File: config.mk
export PLATFORM = sky130hd
export DESIGN_NAME = um_reordering_window
export DESIGN_NICKNAME = d
export VERILOG_FILES = /design/src/design/urw_pkg.sv /design/src/design/um_reordering_window.sv
export SDC_FILE = /design/constraint.sdc
export NUM_CORES = 1
export LEC_CHECK = 0
export BUFFER_PORTS_ARGS = -buffer_cell sky130_fd_sc_hd__buf_2
export CAP_MARGIN = 20
export CORE_UTILIZATION = 55
export DETAILED_ROUTE_END_ITERATION = 10
export PLACE_DENSITY = 0.68
export SYNTH_ARGS = -nofsm -noshare
export SYNTH_HDL_FRONTEND = slang
export SYNTH_SLANG_ARGS = --single-unit
File: constraint.sdc
create_clock -name clk -period 6.36 [get_ports clk]
set_input_delay 0.318 -clock clk [delete_from_list [all_inputs] [get_ports clk]]
set_output_delay 0.318 -clock clk [all_outputs]
set_load 0.02 [all_outputs]
File: src/design/urw_pkg.sv
// Shared types, constants and helpers for the UM receive reordering window.
`default_nettype none

package urw_pkg;

  localparam int SN_BITS  = 5;
  localparam int WINDOW   = 16;
  localparam int SN_MOD   = 1 << SN_BITS;
  localparam int CNT_BITS = SN_BITS + 1;
  localparam int SEQ_W    = 5;

  typedef logic [SN_BITS-1:0]  sn_t;
  typedef logic [CNT_BITS-1:0] cnt_t;

  typedef enum logic [1:0] {
    OP_PDU    = 2'd0,
    OP_EXPIRE = 2'd1,
    OP_REEST  = 2'd2
  } op_t;

  typedef enum logic [1:0] {
    STAT_STORED  = 2'd0,
    STAT_DUP     = 2'd1,
    STAT_HDR_ERR = 2'd2,
    STAT_CTRL    = 2'd3
  } status_t;

  typedef enum logic [3:0] {
    S_CLEAR,
    S_IDLE,
    S_PDU_EVAL,
    S_RUN_CHECK,
    S_RUN_EVAL,
    S_FIND,
    S_SCAN,
    S_TIMER,
    S_EMIT
  } state_t;

  typedef struct packed {
    logic [1:0]       operation;
    logic [SEQ_W-1:0] seq_num;
    logic             header_bad;
  } in_word_t;

  typedef struct packed {
    logic             release_valid;
    logic [SEQ_W-1:0] release_sn;
    logic [1:0]       status;
    logic             timer_start;
    logic             timer_stop;
    logic [SEQ_W-1:0] recv_state;
    logic [SEQ_W-1:0] high_state;
    logic             last;
  } out_word_t;

  // Offset of a sequence number above the window base (high - WINDOW).
  function automatic sn_t win_off(sn_t sn, sn_t high);
    return sn - high + sn_t'(WINDOW);
  endfunction

endpackage

`default_nettype wire

File: src/design/um_reordering_window.sv
// Receive reordering window for unacknowledged-mode PDUs, built around an occupancy memory.
// An item is taken when start is high and busy is low; busy stays high until its last result
// word has been launched. A bad-header or unused-code item goes straight to its result word
// and a discarded PDU is evaluated first. A stored PDU or a timer expiry can also run the
// next-missing search, a scan of a released range and the read-out of each released word,
// which read the occupancy map and the release buffer, each with one read port, one entry at
// a time. A re-establish also wipes the map, one entry a cycle. After reset the same wipe
// runs before the first item is taken. Result words come out on out_valid for one cycle
// each, in order, and cannot be held off.
`default_nettype none

module um_reordering_window (
  input  logic               clk,
  input  logic               rst_n,
  input  logic               start,
  output logic               busy,
  input  urw_pkg::in_word_t  in_data,
  output logic               out_valid,
  output urw_pkg::out_word_t out_data
);

  urw_pkg::state_t    state_r, state_nxt;
  urw_pkg::state_t    ret_r, ret_nxt;
  urw_pkg::sn_t       sn_r, sn_nxt;
  urw_pkg::sn_t       recv_r, recv_nxt;
  urw_pkg::sn_t       high_r, high_nxt;
  urw_pkg::sn_t       trig_r, trig_nxt;
  logic               run_r, run_nxt;
  urw_pkg::sn_t       ptr_r, ptr_nxt;
  urw_pkg::sn_t       mark_r, mark_nxt;
  urw_pkg::cnt_t      cnt_r, cnt_nxt;
  logic               pend_r, pend_nxt;
  urw_pkg::sn_t       pend_addr_r, pend_addr_nxt;
  urw_pkg::cnt_t      nrel_r, nrel_nxt;
  urw_pkg::cnt_t      eidx_r, eidx_nxt;
  logic               ep_r, ep_nxt;
  logic               ep_last_r, ep_last_nxt;
  urw_pkg::status_t   status_r, status_nxt;
  logic               tstart_r, tstart_nxt;
  logic               tstop_r, tstop_nxt;
  logic               out_valid_r, out_valid_nxt;
  urw_pkg::out_word_t out_data_r, out_data_nxt;

  // Occupancy map and release buffer.
  logic               map_mem [urw_pkg::SN_MOD];
  urw_pkg::sn_t       rel_mem [urw_pkg::SN_MOD];
  logic               map_q_r;
  urw_pkg::sn_t       rel_q_r;
  logic               map_we, map_wd, map_re;
  urw_pkg::sn_t       map_wa, map_ra;
  logic               rel_we, rel_re;

  // Offsets above the window base.
  urw_pkg::sn_t off_recv, off_high, off_sn, off_trig, off_ptr, off_mark;
  assign off_recv = urw_pkg::win_off(recv_r, high_r);
  assign off_high = urw_pkg::win_off(high_r, high_r);
  assign off_sn   = urw_pkg::win_off(sn_r, high_r);
  assign off_trig = urw_pkg::win_off(trig_r, high_r);
  assign off_ptr  = urw_pkg::win_off(ptr_r, high_r);
  assign off_mark = urw_pkg::win_off(mark_r, high_r);

  // PDU evaluation.
  logic         disc, grow, jump;
  urw_pkg::sn_t high_new, base_new;
  assign disc = ((off_recv < off_sn) && (off_sn < off_high) && map_q_r) || (off_sn < off_recv);
  assign grow = !(off_sn < off_high);
  assign high_new = sn_r + urw_pkg::sn_t'(1);
  assign base_new = high_new - urw_pkg::sn_t'(urw_pkg::WINDOW);
  assign jump = urw_pkg::win_off(recv_r, high_new) >= urw_pkg::sn_t'(urw_pkg::WINDOW);

  // Next-missing search; reads are issued ahead while earlier data returns.
  logic         f_hit, f_issue, f_done;
  urw_pkg::sn_t f_recv, f_cnt;
  assign f_hit   = pend_r && !map_q_r;
  assign f_issue = off_recv < off_ptr;
  assign f_done  = f_hit || (!f_issue && !pend_r);
  assign f_recv  = f_hit ? pend_addr_r : recv_r;
  assign f_cnt   = urw_pkg::win_off(f_recv, high_r) - off_mark;

  logic s_done, c_done;
  assign s_done = (cnt_r == '0) && !pend_r;
  assign c_done = (cnt_r == '0);

  // Reordering timer decisions.
  logic stop_c, run_mid, start_c;
  assign stop_c  = run_r && ((off_trig <= off_recv) || (off_trig > off_high));
  assign run_mid = run_r && !stop_c;
  assign start_c = !run_mid && (off_high > off_recv);

  // Releases below the window top on re-establish.
  urw_pkg::sn_t r_cnt;
  assign r_cnt = (off_recv < off_high) ? (off_high - off_recv) : '0;

  logic e_issue, e_done;
  assign e_issue = eidx_r < nrel_r;
  assign e_done  = (nrel_r == '0) || (ep_r && ep_last_r);

  always_comb begin
    state_nxt = state_r;
    unique case (state_r)
      urw_pkg::S_CLEAR: begin
        if (c_done) state_nxt = ret_r;
      end
      urw_pkg::S_IDLE: begin
        if (start) begin
          unique case (in_data.operation)
            urw_pkg::OP_PDU:    state_nxt = in_data.header_bad ? urw_pkg::S_EMIT
                                                               : urw_pkg::S_PDU_EVAL;
            urw_pkg::OP_EXPIRE: state_nxt = urw_pkg::S_FIND;
            urw_pkg::OP_REEST:  state_nxt = urw_pkg::S_SCAN;
            default:            state_nxt = urw_pkg::S_EMIT;
          endcase
        end
      end
      urw_pkg::S_PDU_EVAL: begin
        if (disc) state_nxt = urw_pkg::S_EMIT;
        else if (grow && jump) state_nxt = urw_pkg::S_SCAN;
        else state_nxt = urw_pkg::S_RUN_CHECK;
      end
      urw_pkg::S_RUN_CHECK: state_nxt = urw_pkg::S_RUN_EVAL;
      urw_pkg::S_RUN_EVAL:  state_nxt = map_q_r ? urw_pkg::S_FIND : urw_pkg::S_TIMER;
      urw_pkg::S_FIND: begin
        if (f_done) state_nxt = urw_pkg::S_SCAN;
      end
      urw_pkg::S_SCAN: begin
        if (s_done) state_nxt = ret_r;
      end
      urw_pkg::S_TIMER: state_nxt = urw_pkg::S_EMIT;
      urw_pkg::S_EMIT: begin
        if (e_done) state_nxt = urw_pkg::S_IDLE;
      end
      default: state_nxt = urw_pkg::S_IDLE;
    endcase
  end

  always_comb begin
    ret_nxt       = ret_r;
    sn_nxt        = sn_r;
    recv_nxt      = recv_r;
    high_nxt      = high_r;
    trig_nxt      = trig_r;
    run_nxt       = run_r;
    ptr_nxt       = ptr_r;
    mark_nxt      = mark_r;
    cnt_nxt       = cnt_r;
    pend_nxt      = 1'b0;
    pend_addr_nxt = pend_addr_r;
    nrel_nxt      = nrel_r;
    eidx_nxt      = eidx_r;
    ep_nxt        = 1'b0;
    ep_last_nxt   = ep_last_r;
    status_nxt    = status_r;
    tstart_nxt    = tstart_r;
    tstop_nxt     = tstop_r;
    out_valid_nxt = 1'b0;
    out_data_nxt  = out_data_r;
    map_we        = 1'b0;
    map_wd        = 1'b0;
    map_wa        = ptr_r;
    map_re        = 1'b0;
    map_ra        = ptr_r;
    rel_we        = 1'b0;
    rel_re        = 1'b0;

    unique case (state_r)
      urw_pkg::S_CLEAR: begin
        if (!c_done) begin
          map_we  = 1'b1;
          map_wa  = ptr_r;
          ptr_nxt = ptr_r + urw_pkg::sn_t'(1);
          cnt_nxt = cnt_r - urw_pkg::cnt_t'(1);
        end
      end
      urw_pkg::S_IDLE: begin
        if (start) begin
          sn_nxt     = urw_pkg::sn_t'(in_data.seq_num);
          nrel_nxt   = '0;
          eidx_nxt   = '0;
          tstart_nxt = 1'b0;
          tstop_nxt  = 1'b0;
          status_nxt = urw_pkg::STAT_CTRL;
          map_re     = 1'b1;
          map_ra     = urw_pkg::sn_t'(in_data.seq_num);
          unique case (in_data.operation)
            urw_pkg::OP_PDU: begin
              status_nxt = in_data.header_bad ? urw_pkg::STAT_HDR_ERR : urw_pkg::STAT_STORED;
            end
            urw_pkg::OP_EXPIRE: begin
              run_nxt  = 1'b0;
              mark_nxt = recv_r;
              ptr_nxt  = trig_r;
              ret_nxt  = urw_pkg::S_TIMER;
            end
            urw_pkg::OP_REEST: begin
              tstop_nxt = run_r;
              run_nxt   = 1'b0;
              ptr_nxt   = recv_r;
              cnt_nxt   = urw_pkg::cnt_t'(r_cnt);
              ret_nxt   = urw_pkg::S_CLEAR;
            end
            default: begin
              status_nxt = urw_pkg::STAT_CTRL;
            end
          endcase
        end
      end
      urw_pkg::S_PDU_EVAL: begin
        if (disc) begin
          status_nxt = urw_pkg::STAT_DUP;
        end else begin
          map_we = 1'b1;
          map_wa = sn_r;
          map_wd = 1'b1;
          if (grow) begin
            high_nxt = high_new;
            // The receive point fell below the new base: flush the skipped range.
            if (jump) begin
              recv_nxt = base_new;
              ptr_nxt  = recv_r;
              cnt_nxt  = urw_pkg::cnt_t'(urw_pkg::sn_t'(base_new - recv_r));
              ret_nxt  = urw_pkg::S_RUN_CHECK;
            end
          end
        end
      end
      urw_pkg::S_RUN_CHECK: begin
        map_re = 1'b1;
        map_ra = recv_r;
      end
      urw_pkg::S_RUN_EVAL: begin
        if (map_q_r) begin
          mark_nxt = recv_r;
          ptr_nxt  = recv_r + urw_pkg::sn_t'(1);
          ret_nxt  = urw_pkg::S_TIMER;
        end
      end
      urw_pkg::S_FIND: begin
        if (f_hit) begin
          recv_nxt = pend_addr_r;
        end else if (f_issue) begin
          map_re        = 1'b1;
          map_ra        = ptr_r;
          pend_nxt      = 1'b1;
          pend_addr_nxt = ptr_r;
          ptr_nxt       = ptr_r + urw_pkg::sn_t'(1);
        end
        // The stored entries from the mark up to the new receive point are released next.
        if (f_done) begin
          ptr_nxt = mark_r;
          cnt_nxt = urw_pkg::cnt_t'(f_cnt);
        end
      end
      urw_pkg::S_SCAN: begin
        if (pend_r && map_q_r) begin
          map_we   = 1'b1;
          map_wa   = pend_addr_r;
          rel_we   = 1'b1;
          nrel_nxt = nrel_r + urw_pkg::cnt_t'(1);
        end
        if (cnt_r != '0) begin
          map_re        = 1'b1;
          map_ra        = ptr_r;
          pend_nxt      = 1'b1;
          pend_addr_nxt = ptr_r;
          ptr_nxt       = ptr_r + urw_pkg::sn_t'(1);
          cnt_nxt       = cnt_r - urw_pkg::cnt_t'(1);
        end
        if (s_done && (ret_r == urw_pkg::S_CLEAR)) begin
          recv_nxt = '0;
          high_nxt = '0;
          trig_nxt = '0;
          ptr_nxt  = '0;
          cnt_nxt  = urw_pkg::cnt_t'(urw_pkg::SN_MOD);
          ret_nxt  = urw_pkg::S_EMIT;
        end
      end
      urw_pkg::S_TIMER: begin
        tstop_nxt  = stop_c;
        tstart_nxt = start_c;
        run_nxt    = run_mid || start_c;
        if (start_c) trig_nxt = high_r;
      end
      urw_pkg::S_EMIT: begin
        out_data_nxt.status     = status_r;
        out_data_nxt.recv_state = recv_r[urw_pkg::SEQ_W-1:0];
        out_data_nxt.high_state = high_r[urw_pkg::SEQ_W-1:0];
        if (nrel_r == '0) begin
          out_valid_nxt              = 1'b1;
          out_data_nxt.release_valid = 1'b0;
          out_data_nxt.release_sn    = '0;
          out_data_nxt.timer_start   = tstart_r;
          out_data_nxt.timer_stop    = tstop_r;
          out_data_nxt.last          = 1'b1;
        end else begin
          if (e_issue) begin
            rel_re      = 1'b1;
            ep_nxt      = 1'b1;
            ep_last_nxt = (eidx_r + urw_pkg::cnt_t'(1)) == nrel_r;
            eidx_nxt    = eidx_r + urw_pkg::cnt_t'(1);
          end
          if (ep_r) begin
            out_valid_nxt              = 1'b1;
            out_data_nxt.release_valid = 1'b1;
            out_data_nxt.release_sn    = rel_q_r[urw_pkg::SEQ_W-1:0];
            out_data_nxt.timer_start   = tstart_r && ep_last_r;
            out_data_nxt.timer_stop    = tstop_r && ep_last_r;
            out_data_nxt.last          = ep_last_r;
          end
        end
      end
      default: begin
        pend_nxt = 1'b0;
      end
    endcase
  end

  always_ff @(posedge clk) begin
    if (map_we) map_mem[map_wa] <= map_wd;
    if (map_re) map_q_r <= map_mem[map_ra];
  end

  always_ff @(posedge clk) begin
    if (rel_we) rel_mem[nrel_r[urw_pkg::SN_BITS-1:0]] <= pend_addr_r;
    if (rel_re) rel_q_r <= rel_mem[eidx_r[urw_pkg::SN_BITS-1:0]];
  end

  always_ff @(posedge clk) begin
    if (!rst_n) begin
      state_r     <= urw_pkg::S_CLEAR;
      ret_r       <= urw_pkg::S_IDLE;
      recv_r      <= '0;
      high_r      <= '0;
      trig_r      <= '0;
      run_r       <= 1'b0;
      ptr_r       <= '0;
      cnt_r       <= urw_pkg::cnt_t'(urw_pkg::SN_MOD);
      pend_r      <= 1'b0;
      nrel_r      <= '0;
      eidx_r      <= '0;
      ep_r        <= 1'b0;
      out_valid_r <= 1'b0;
    end else begin
      state_r     <= state_nxt;
      ret_r       <= ret_nxt;
      recv_r      <= recv_nxt;
      high_r      <= high_nxt;
      trig_r      <= trig_nxt;
      run_r       <= run_nxt;
      ptr_r       <= ptr_nxt;
      cnt_r       <= cnt_nxt;
      pend_r      <= pend_nxt;
      nrel_r      <= nrel_nxt;
      eidx_r      <= eidx_nxt;
      ep_r        <= ep_nxt;
      out_valid_r <= out_valid_nxt;
    end
  end

  always_ff @(posedge clk) begin
    sn_r        <= sn_nxt;
    mark_r      <= mark_nxt;
    pend_addr_r <= pend_addr_nxt;
    ep_last_r   <= ep_last_nxt;
    status_r    <= status_nxt;
    tstart_r    <= tstart_nxt;
    tstop_r     <= tstop_nxt;
    out_data_r  <= out_data_nxt;
  end

  assign busy      = (state_r != urw_pkg::S_IDLE);
  assign out_valid = out_valid_r;
  assign out_data  = out_data_r;

  // The scan writes back behind its reads, so a write never meets a read of the same entry.
  a_map_rw_apart: assert property (@(posedge clk) disable iff (!rst_n)
    (map_we && map_re) |-> (map_wa != map_ra))
    else $error("occupancy map read and write hit the same entry");

  a_release_bound: assert property (@(posedge clk) disable iff (!rst_n)
    nrel_r <= urw_pkg::cnt_t'(urw_pkg::SN_MOD))
    else $error("release buffer overflow");

  a_empty_word_last: assert property (@(posedge clk) disable iff (!rst_n)
    (out_valid && !out_data.release_valid) |-> (out_data.last && (out_data.release_sn == '0)))
    else $error("word without a release is not the only word of its item");

  a_timer_on_last: assert property (@(posedge clk) disable iff (!rst_n)
    (out_valid && !out_data.last) |-> (!out_data.timer_start && !out_data.timer_stop))
    else $error("timer command on a word other than the last");

endmodule

`default_nettype wire
Yosys cells after proc, flatten, opt, wreduce, memory -nomap -nowiden. Memory sizes are Yosys's and may differ from the RTL's. A register that Yosys moved wholly into a read port is not among the register bits. Index checks and enable logic that the tools add are counted.

Input bits: 11. Output and inout port bits: 23. Register bits: 91. RAM bits: 192. Memories: 2. Logic and storage cells: 279.

Eq/ne operators: 38. Bitwise gates (word level): 1. Magnitude comparators: 10. Multiplexer cells: 111. $add $sub $neg: 26. Reductions and logical operators: 63.

Memories: rel_mem (words 32, bits a word 5, read ports 1, clocked after Yosys merged registers in 1, write ports 1, line um_reordering_window.sv:46) `urw_pkg::sn_t rel_mem [urw_pkg::SN_MOD];`; map_mem (words 32, bits a word 1, read ports 1, clocked after Yosys merged registers in 1, write ports 1, line um_reordering_window.sv:45) `logic map_mem [urw_pkg::SN_MOD];`.

Operator list (count): $mux 5 (29); $mux 6 (14); $pmux 5 s2 (7); $sub 5x5->5 (11); $mux 4 (13); $ne 2x2->1 const B (21); $add 5x5->5 const B (8); $pmux 4 s9 (1); $pmux 5 s6 (1); $pmux 6 s5 (1); $lt 5x5->1 (5); $mux 1 (24); $pmux 6 s2 (2); $reduce_bool 2->1 (9); $eq 4x3->1 const B (4); $pmux 4 s4 (1); $reduce_and 4->1 (4); $add 5x1->5 const B (3); $pmux 5 s3 (1); $reduce_and 3->1 (5); $logic_and 1x1->1 (14); $mux 2 (7); $add 6x1->6 const B (2); $logic_not 6->1 (2); other kinds (38) (60).

Depth between registers and ports, before layout. Gate-level depths: netlist of run 1.

Depth after elaboration: 11. Gate-level depth with buffers: 17.

Worst setup path before layout of run 1. No wires, ideal clock.

Kind: reg-to-reg. Start: register high_r[2]. End: memory map_mem[13], enable pin. Path slack: 1.789 ns. Data required time: 6.046 ns. Arrival time: 4.257 ns. Cell stages (with the launch flop): 17. Cells stage by stage: dfxtp_1 -> inv_1 -> ha_1 -> ha_1 -> a21o_1 -> a21oi_1 -> xnor2_2 -> inv_2 -> ha_1 -> inv_1 -> o31a_1 -> buf_6 -> a211oi_4 -> a221o_1 -> or3b_1 -> clkbuf_1 -> nor3_1.

Word-level cells in the longest chain between the ends: 10.

Ends and longest elaborated chain: from (decl) (line um_reordering_window.sv:26) `urw_pkg::sn_t high_r, high_nxt;`; from (signal assigned) (line um_reordering_window.sv:346) `high_r <= high_nxt;`; $sub 5x5->5 (line urw_pkg.sv:59) `return sn - high + sn_t'(WINDOW);`; $add 5x5->5 (line urw_pkg.sv:59); $lt 5x5->1 (line um_reordering_window.sv:65) `assign disc = ((off_recv < off_sn) && (off_sn < off_high) && map_q_r) || (off_sn < off_recv);`; $logic_and 1x1->1 (2 in series) (line um_reordering_window.sv:65); $logic_or 1x1->1 * (line um_reordering_window.sv:65); $mux 1 (line um_reordering_window.sv:208) `if (disc) begin`; $pmux 1 s3 (line um_reordering_window.sv:165) `unique case (state_r)`; $mux 1 (line um_reordering_window.sv:318) `if (map_we) map_mem[map_wa] <= map_wd;`; $mux 1 (implied by the code) (line um_reordering_window.sv:318); to (decl) (line um_reordering_window.sv:45).

Every way passes the cells marked *; elsewhere a longest branch is shown, timed or not.

Final worst setup path of run 1.
Start: register high_r[1]. End: memory map_mem[24], enable pin.

The elaborated chain is that of the path after synthesis.

==> results of run 1 <==
==> through the flow <==
step	utilization (%)	instances	instance area, µm²	worst slack (ns)
after floorplan	-	1197	15000	1.79
after global placement	57.8	1531	15500	1.73
final	61.5	1593	16500	1.56
after global routing	61.5	1593	16500	1.27
after detailed placement	57.8	1531	15500	1.63
after CTS	61.5	1592	16500	1.62
==> timing repair <==
action | CTS | global route
hold buffers | 5 | 0
gates resized for setup | 0 | 0
endpoints found under the hold margin | 5 | 0
==> Yosys cell counts, types with 7 or more instances <==
cell,count
or3_1,8
a211oi_1,17
and2_1,12
a21oi_1,51
clkbuf_1,38
nor4_1,7
xor2_1,17
fa_1,10
inv_1,73
o221ai_1,7
mux2i_1,12
dfxtp_1,50
o22ai_1,9
a21o_1,9
edfxtp_1,239
o21ai_0,20
xnor2_1,37
o211ai_1,9
nand3_1,27
nand4_1,14
mux2_2,7
o21a_1,11
nor2b_1,13
nor2_1,99
buf_1,10
mux4_2,50
nor3_1,38
nand2_1,81
ha_1,82
==> area by class of cell <==
class	count	area, µm²
Fill cell	2096	10300
Sequential cell	289	8180
Multi-Input combinational cell	776	6340
Clock buffer	46	871
Tap cell	341	427
Timing Repair Buffer	56	350
Inverter	75	283
Clock inverter	10	85.1
==> cells by family (layout without fill, tap and decap cells) <==
group / Yosys count / in the layout / share of synthesized area (%)
AOI/OAI and AO/OA: 217 / 217 / 10.4
muxes: 69 / 69 / 8.82
xor gates and xnor gates: 57 / 57 / 3.51
adders and majority gates: 92 / 92 / 8.16
buffers and inverters: 132 / 187 / 3.48
DFF: 289 / 289 / 54.4
and+or+nand+nor: 341 / 341 / 11.2
==> flip-flops by register name, indices dropped and copies added (netlist names), 2 cells and up <==
register     count
trig_r           5
eidx_r           6
high_r           5
state_r          4
cnt_r            6
ret_r            4
rel_mem        160
out_data        21
mark_r           5
ptr_r            5
nrel_r           6
status_r         2
rel_q_r          5
recv_r           5
sn_r             5
pend_addr_r      5
map_mem         32
==> worst reg2reg max path: cells and delay by family, from the launching register on <==
family / cells / cell delay (ns)
fa+ha+maj: 4 / 1.44
compound gates: 4 / 1.09
simple gates: 3 / 0.97
buf+inv: 3 / 0.55
flops: 1 / 0.43
==> worst max-delay path by stage <==
stage          cells after the start       from           to  slack, ns
6_report                          14  high_r[1]  map_mem[24]       1.56
2_1_floorplan                     16  high_r[2]  map_mem[13]       1.79
5_1_grt                           15  recv_r[0]  map_mem[21]       1.27
4_1_cts                           14  high_r[1]  map_mem[24]       1.62
3_3_place_gp                      15  high_r[2]  map_mem[13]       1.73
3_5_place_dp                      14  high_r[1]  map_mem[24]       1.63
==> power by group through the flow <==
stage	clock [mW]	combinational (mW)	sequential (mW)
global route	1.76	2.14	2.30
floorplan	0	1.48	2.25
CTS	1.69	1.92	2.28
detailed placement	0	1.90	2.32
finish	1.67	1.95	2.29
global placement	0	1.88	2.32
==> routing by layer <==
metal	routed length, µm	global-route usage (%)	vias to the layer above	share of wire, %
li1	-	-	4606	-
met1	16500	41.1	4939	44
met2	16900	42.3	504	45
met3	3160	3.85	87	8.4
met4	1030	7.66	0	2.7
met5	0	0	-	0
==> placed cells by master (no fill, tap or decap), types with 8 or more instances in the layout <==
cell       synthesis  layout
edfxtp_1         239     239
nor2_1            99      99
ha_1              82      82
nand2_1           81      81
inv_1             73      73
a21oi_1           51      51
mux4_2            50      50
dfxtp_1           50      48
nor3_1            38      38
xnor2_1           37      37
buf_2              6      33
clkbuf_16          0      30
nand3_1           27      27
o21ai_0           20      20
xor2_1            17      17
a211oi_1          17      17
buf_4              1      17
nand4_1           14      14
nor2b_1           13      13
and2_1            12      12
mux2i_1           12      12
o21a_1            11      11
fa_1              10      10
clkbuf_1          38      10
a21o_1             9       9
o211ai_1           9       9
o22ai_1            9       9
or3_1              8       8
==> flow_summary.ini, run 1 <==
[layout]
syn_to_final_growth_pct = 10.0
drive_above_1_share_pct = 14.6
insertedDiodeCount = 0
final_nets = 1331

[sta]
fin_crit_ns = 4.80
finalCritPeriodShare_pct = 75.5
max_slew_margin_pct = 35.9
skew_ns = 0.0333
max_freq_mhz = 208
hold_viol_final = 0
finalMaxSlewViolations = 0
worst_pin_slew_ns = 0.962
tns_ns = 0
rsz0062_at_grt = false
setup_viol = 0
fin_hold_ws_ns = 0.217

[setup_path]
required_ns = 6.59
cp_data_arrival_time_ns = 5.03
end_kind = register
critPathMaxFanout = 39
slowest_stage = or4b_4
cp_top_family = adder cells
r2r_start = high_r[1]
reg2regPathDepth = 14
worstPathCellList = inv_1 -> ha_1 -> ha_1 -> inv_1 -> fa_1 -> ha_1 -> nor2b_1 -> a221oi_1 -> o31a_1 -> a211oi_4 -> buf_4 -> a22o_1 -> or4b_4 -> nor3_1
timing.rr.end = map_mem[24]
critical_path.max_stage_delay_ns = 0.61
cpMostUsedCell = ha_1
r2r_slack_ns = 1.56
crit_buf_inv = 3
path_class = reg -> reg
crit_path_start_kind = register

[floorplanning]
row_count = 60
ioPinCount = 34
die_h_um = 167
coreArea_um2 = 26900
dieArea_um2 = 28000
fp.dieW_um = 167
start_util_pct = 55.9

[outcome]
status = finished clean

[worst_hold_path]
holdPathStages = 3
worstHoldStart = rst_n
min_path_type = in -> reg
hold_end = eidx_r[0]

[power_and_ir_drop]
clock_power_share_pct = 28.2
power_leakage_nw = 5.80
p_comb_share_pct = 33.0
netSwitchingPower_mw = 2.10
p_sw_share_pct = 35.6
p_seq_share_pct = 38.7
total_power_mw = 5.90
p_int_mw = 3.80
peakVddDrop_uv = 185
powerDensity_nw_per_um2 = 357

[grt]
grt-ovfl-total = 0
grt_max_degree = 46
grt_pass1_wl_um = 58500
grt_pass1_vias = 9896
antenna_found_initial = 1
grt_use_total_pct = 27.5

[detailed_routing]
drtPass1Iterations = 6
viasPerCell = 6.36
wl_per_cell_um = 23.6
post-route-drc-count = 0
routed_wl_um = 37700
antenna_left = 0
vias = 10100
dr.first_iter.drc_count = 1230

[clocking]
post_cts_buffers = 0
clock_latency_ns = 0.57
cts_num_sinks = 289
cts_root_buffer = clkbuf_16
cts_tree = built
cts-buffers-inserted = 30
clockBufferDepth = 3
htree_num_levels = 1
clk_pin_slew_ns = 0.06

[yosys]
synth_top_area_cell = edfxtp_1
synth_cells = 1197
synth-async-reset-ratio_pct = 0
synthFlopType = edfxtp_1
synth_cell_types = 86
synth-edff-count = 239
syn_avg_cell_area_um2 = 12.6
synth_top_area_share_pct = 47.8
synthTopCellsByArea = edfxtp_1 (48%), mux4_2 (7.5%), ha_1 (6.8%)
ys_warn_count = 0
seq_area_frac_synth_pct = 54.4
synth-seq-cells = 289
syn-num-nets = 1300
synthesis.area_um2 = 15000

[placed_design]
portBuffers = 33
dpl.hpwl_um = 26600
gp_congestion = 0.986

[run]
drv_cap = 0
Power figures use the tool's default switching activity.
==> inputs of run 2 (changes only) <==
Settings changed: PLACE_DENSITY 0.68 to 0.71.
Clock period 6.36 ns to 4.3 ns, I/O delays scaled along.
==> run 2 against run 1 <==
First-iteration DRC count increased by 7.5%. Sequential cell count unchanged. Critical path depth decreased by 1. Wire length increased by 1.8%. Hold slack got worse by 0.16 ns. Total power increased by 51%. Largest power group unchanged.
==> flow_summary.ini, run 2 (same netlist as run 1, synthesis figures left out) <==
[outcome]
status = finished clean

[detailed_routing]
antenna_left = 0
post-route-drc-count = 0
drtPass1Iterations = 7
viasPerCell = 6.38
routed_wl_um = 38300
dr.first_iter.drc_count = 1322
vias = 10400
wl_per_cell_um = 23.6

[sta]
fin_hold_ws_ns = 0.0604
skew_ns = 0.0389
setup_viol = 0
max_freq_mhz = 242
finalCritPeriodShare_pct = 96.1
hold_viol_final = 0
finalMaxSlewViolations = 0
max_slew_margin_pct = 25.5
fin_crit_ns = 4.13
rsz0062_at_grt = false
fin_ws_ns = 0.166
tns_ns = 0
worst_pin_slew_ns = 1.11

[setup_path]
critPathMaxFanout = 9
r2r_start = sn_r[1]
path_class = reg -> reg
cp_data_arrival_time_ns = 4.37
cp-startpoint = sn_r[1]
end_kind = register
crit_path_start_kind = register
required_ns = 4.54

[layout]
layout_common_cells = edfxtp_1 (239), nor2_1 (99), nand2_1 (81)
fill_cells = 2030
regArea_um2 = 8180
multi_input_area_um2 = 6440
largest_register_ffs = 160
drive_above_1_share_pct = 18.0
final_common_cell = edfxtp_1
syn_to_final_growth_pct = 12.3
fin_util_pct = 62.8
finalNonFillerCells = 1624
final_nets = 1362
stdcell_area_um2 = 16900

[grt]
grt_pass1_wl_um = 59100
use_met1_pct = 39.2
met2_usage_pct = 43.1
grtUsageMet3_pct = 5.84
grt_pass1_vias = 10200
antenna_found_initial = 2
top_usage_layer = met2
grt-ovfl-total = 0
grt_max_degree = 35
grt_use_total_pct = 27.7

[floorplanning]
ioPinCount = 34
start_util_pct = 55.9
fp.dieW_um = 167
row_count = 60
coreArea_um2 = 26900
die_h_um = 167
dieArea_um2 = 28000

[clocking]
cts_num_sinks = 289
clockBufferDepth = 3
cts_tree = built
clock_latency_ns = 0.58
cts-buffers-inserted = 30
htree_num_levels = 1
cts_root_buffer = clkbuf_16
clk_pin_slew_ns = 0.06

[placed_design]
portBuffers = 33
dp.cells = 1562
dpl.hpwl_um = 27300
place_area_um2 = 15800
place_ws_ns = 0.0251
gp_congestion = 0.998

[power_and_ir_drop]
peakVddDrop_uv = 372
powerDensity_nw_per_um2 = 528
power_leakage_nw = 5.98
total_power_mw = 8.92

[run]
drv_cap = 0

[worst_hold_path]
worstHoldStart = in_data[0]
min_path_type = in -> reg
==> run 2: cell types whose count changed in the layout (fill, tap and decap cells not counted), sizes merged <==
cell	before	now
buf	50	82
clkinv	8	18
bufinv	0	2
diode	0	1
clkbuf	47	33
==> run 2: path summary, 6_finish.rpt <==
check                                    end  slack, ns  cells past startpoint
worst max register to register   map_mem[28]       0.17                     13
worst min register to register  out_data[13]       0.43                      0
worst max-delay path             map_mem[28]       0.17                     13
worst min-delay path             status_r[1]       0.06                      3
==> run 2: critical path: stages, from the launching register on <==
cell	delay, ns
edfxtp_1	0.50
ha_1	0.29
ha_1	0.28
a21o_1	0.20
a21oi_4	0.18
xnor2_4	0.21
inv_2	0.10
ha_1	0.33
inv_1	0.05
o31a_2	0.44
a2bb2oi_4	0.25
a21boi_1	0.16
or4b_4	0.61
nor3_1	0.23
==> run 2: final cells by class <==
cell class / instances / share of cell area [%]
well taps: 341 / 2.53
diodes: 1 / 0.0148
multi-input cells: 776 / 38.2
clock inverters: 22 / 1.10
flip-flops and latches: 289 / 48.5
clock buffers: 33 / 4.51
repair buffers: 87 / 3.53
inverters: 75 / 1.68
==> run 2: power breakdown <==
group / total [mW] / switching (mW) / leakage [nW] / internal (mW)
Combinational: 3.17 / 1.98 / 2.90 / 1.19
Sequential: 3.27 / 0.0977 / 2.62 / 3.17
Clock: 2.48 / 1.08 / 0.457 / 1.40
Total: 8.92 / 3.16 / 5.98 / 5.76
==> run 2: what timing repair did <==
item | 4_1_cts | 5_1_grt
setup endpoints to repair | 4 | 34
hold buffers | 5 | 0
buffers inserted | 1 | 0
hold endpoints to repair | 5 | 0
gates resized for setup | 0 | 11
pin swaps | 1 | 2
==> run 2: layer usage <==
metal,vias to the layer above,wire (µm)
li1,4663,-
met1,5096,16100
met2,498,17300
met3,106,3660
met4,2,1300
met5,-,12
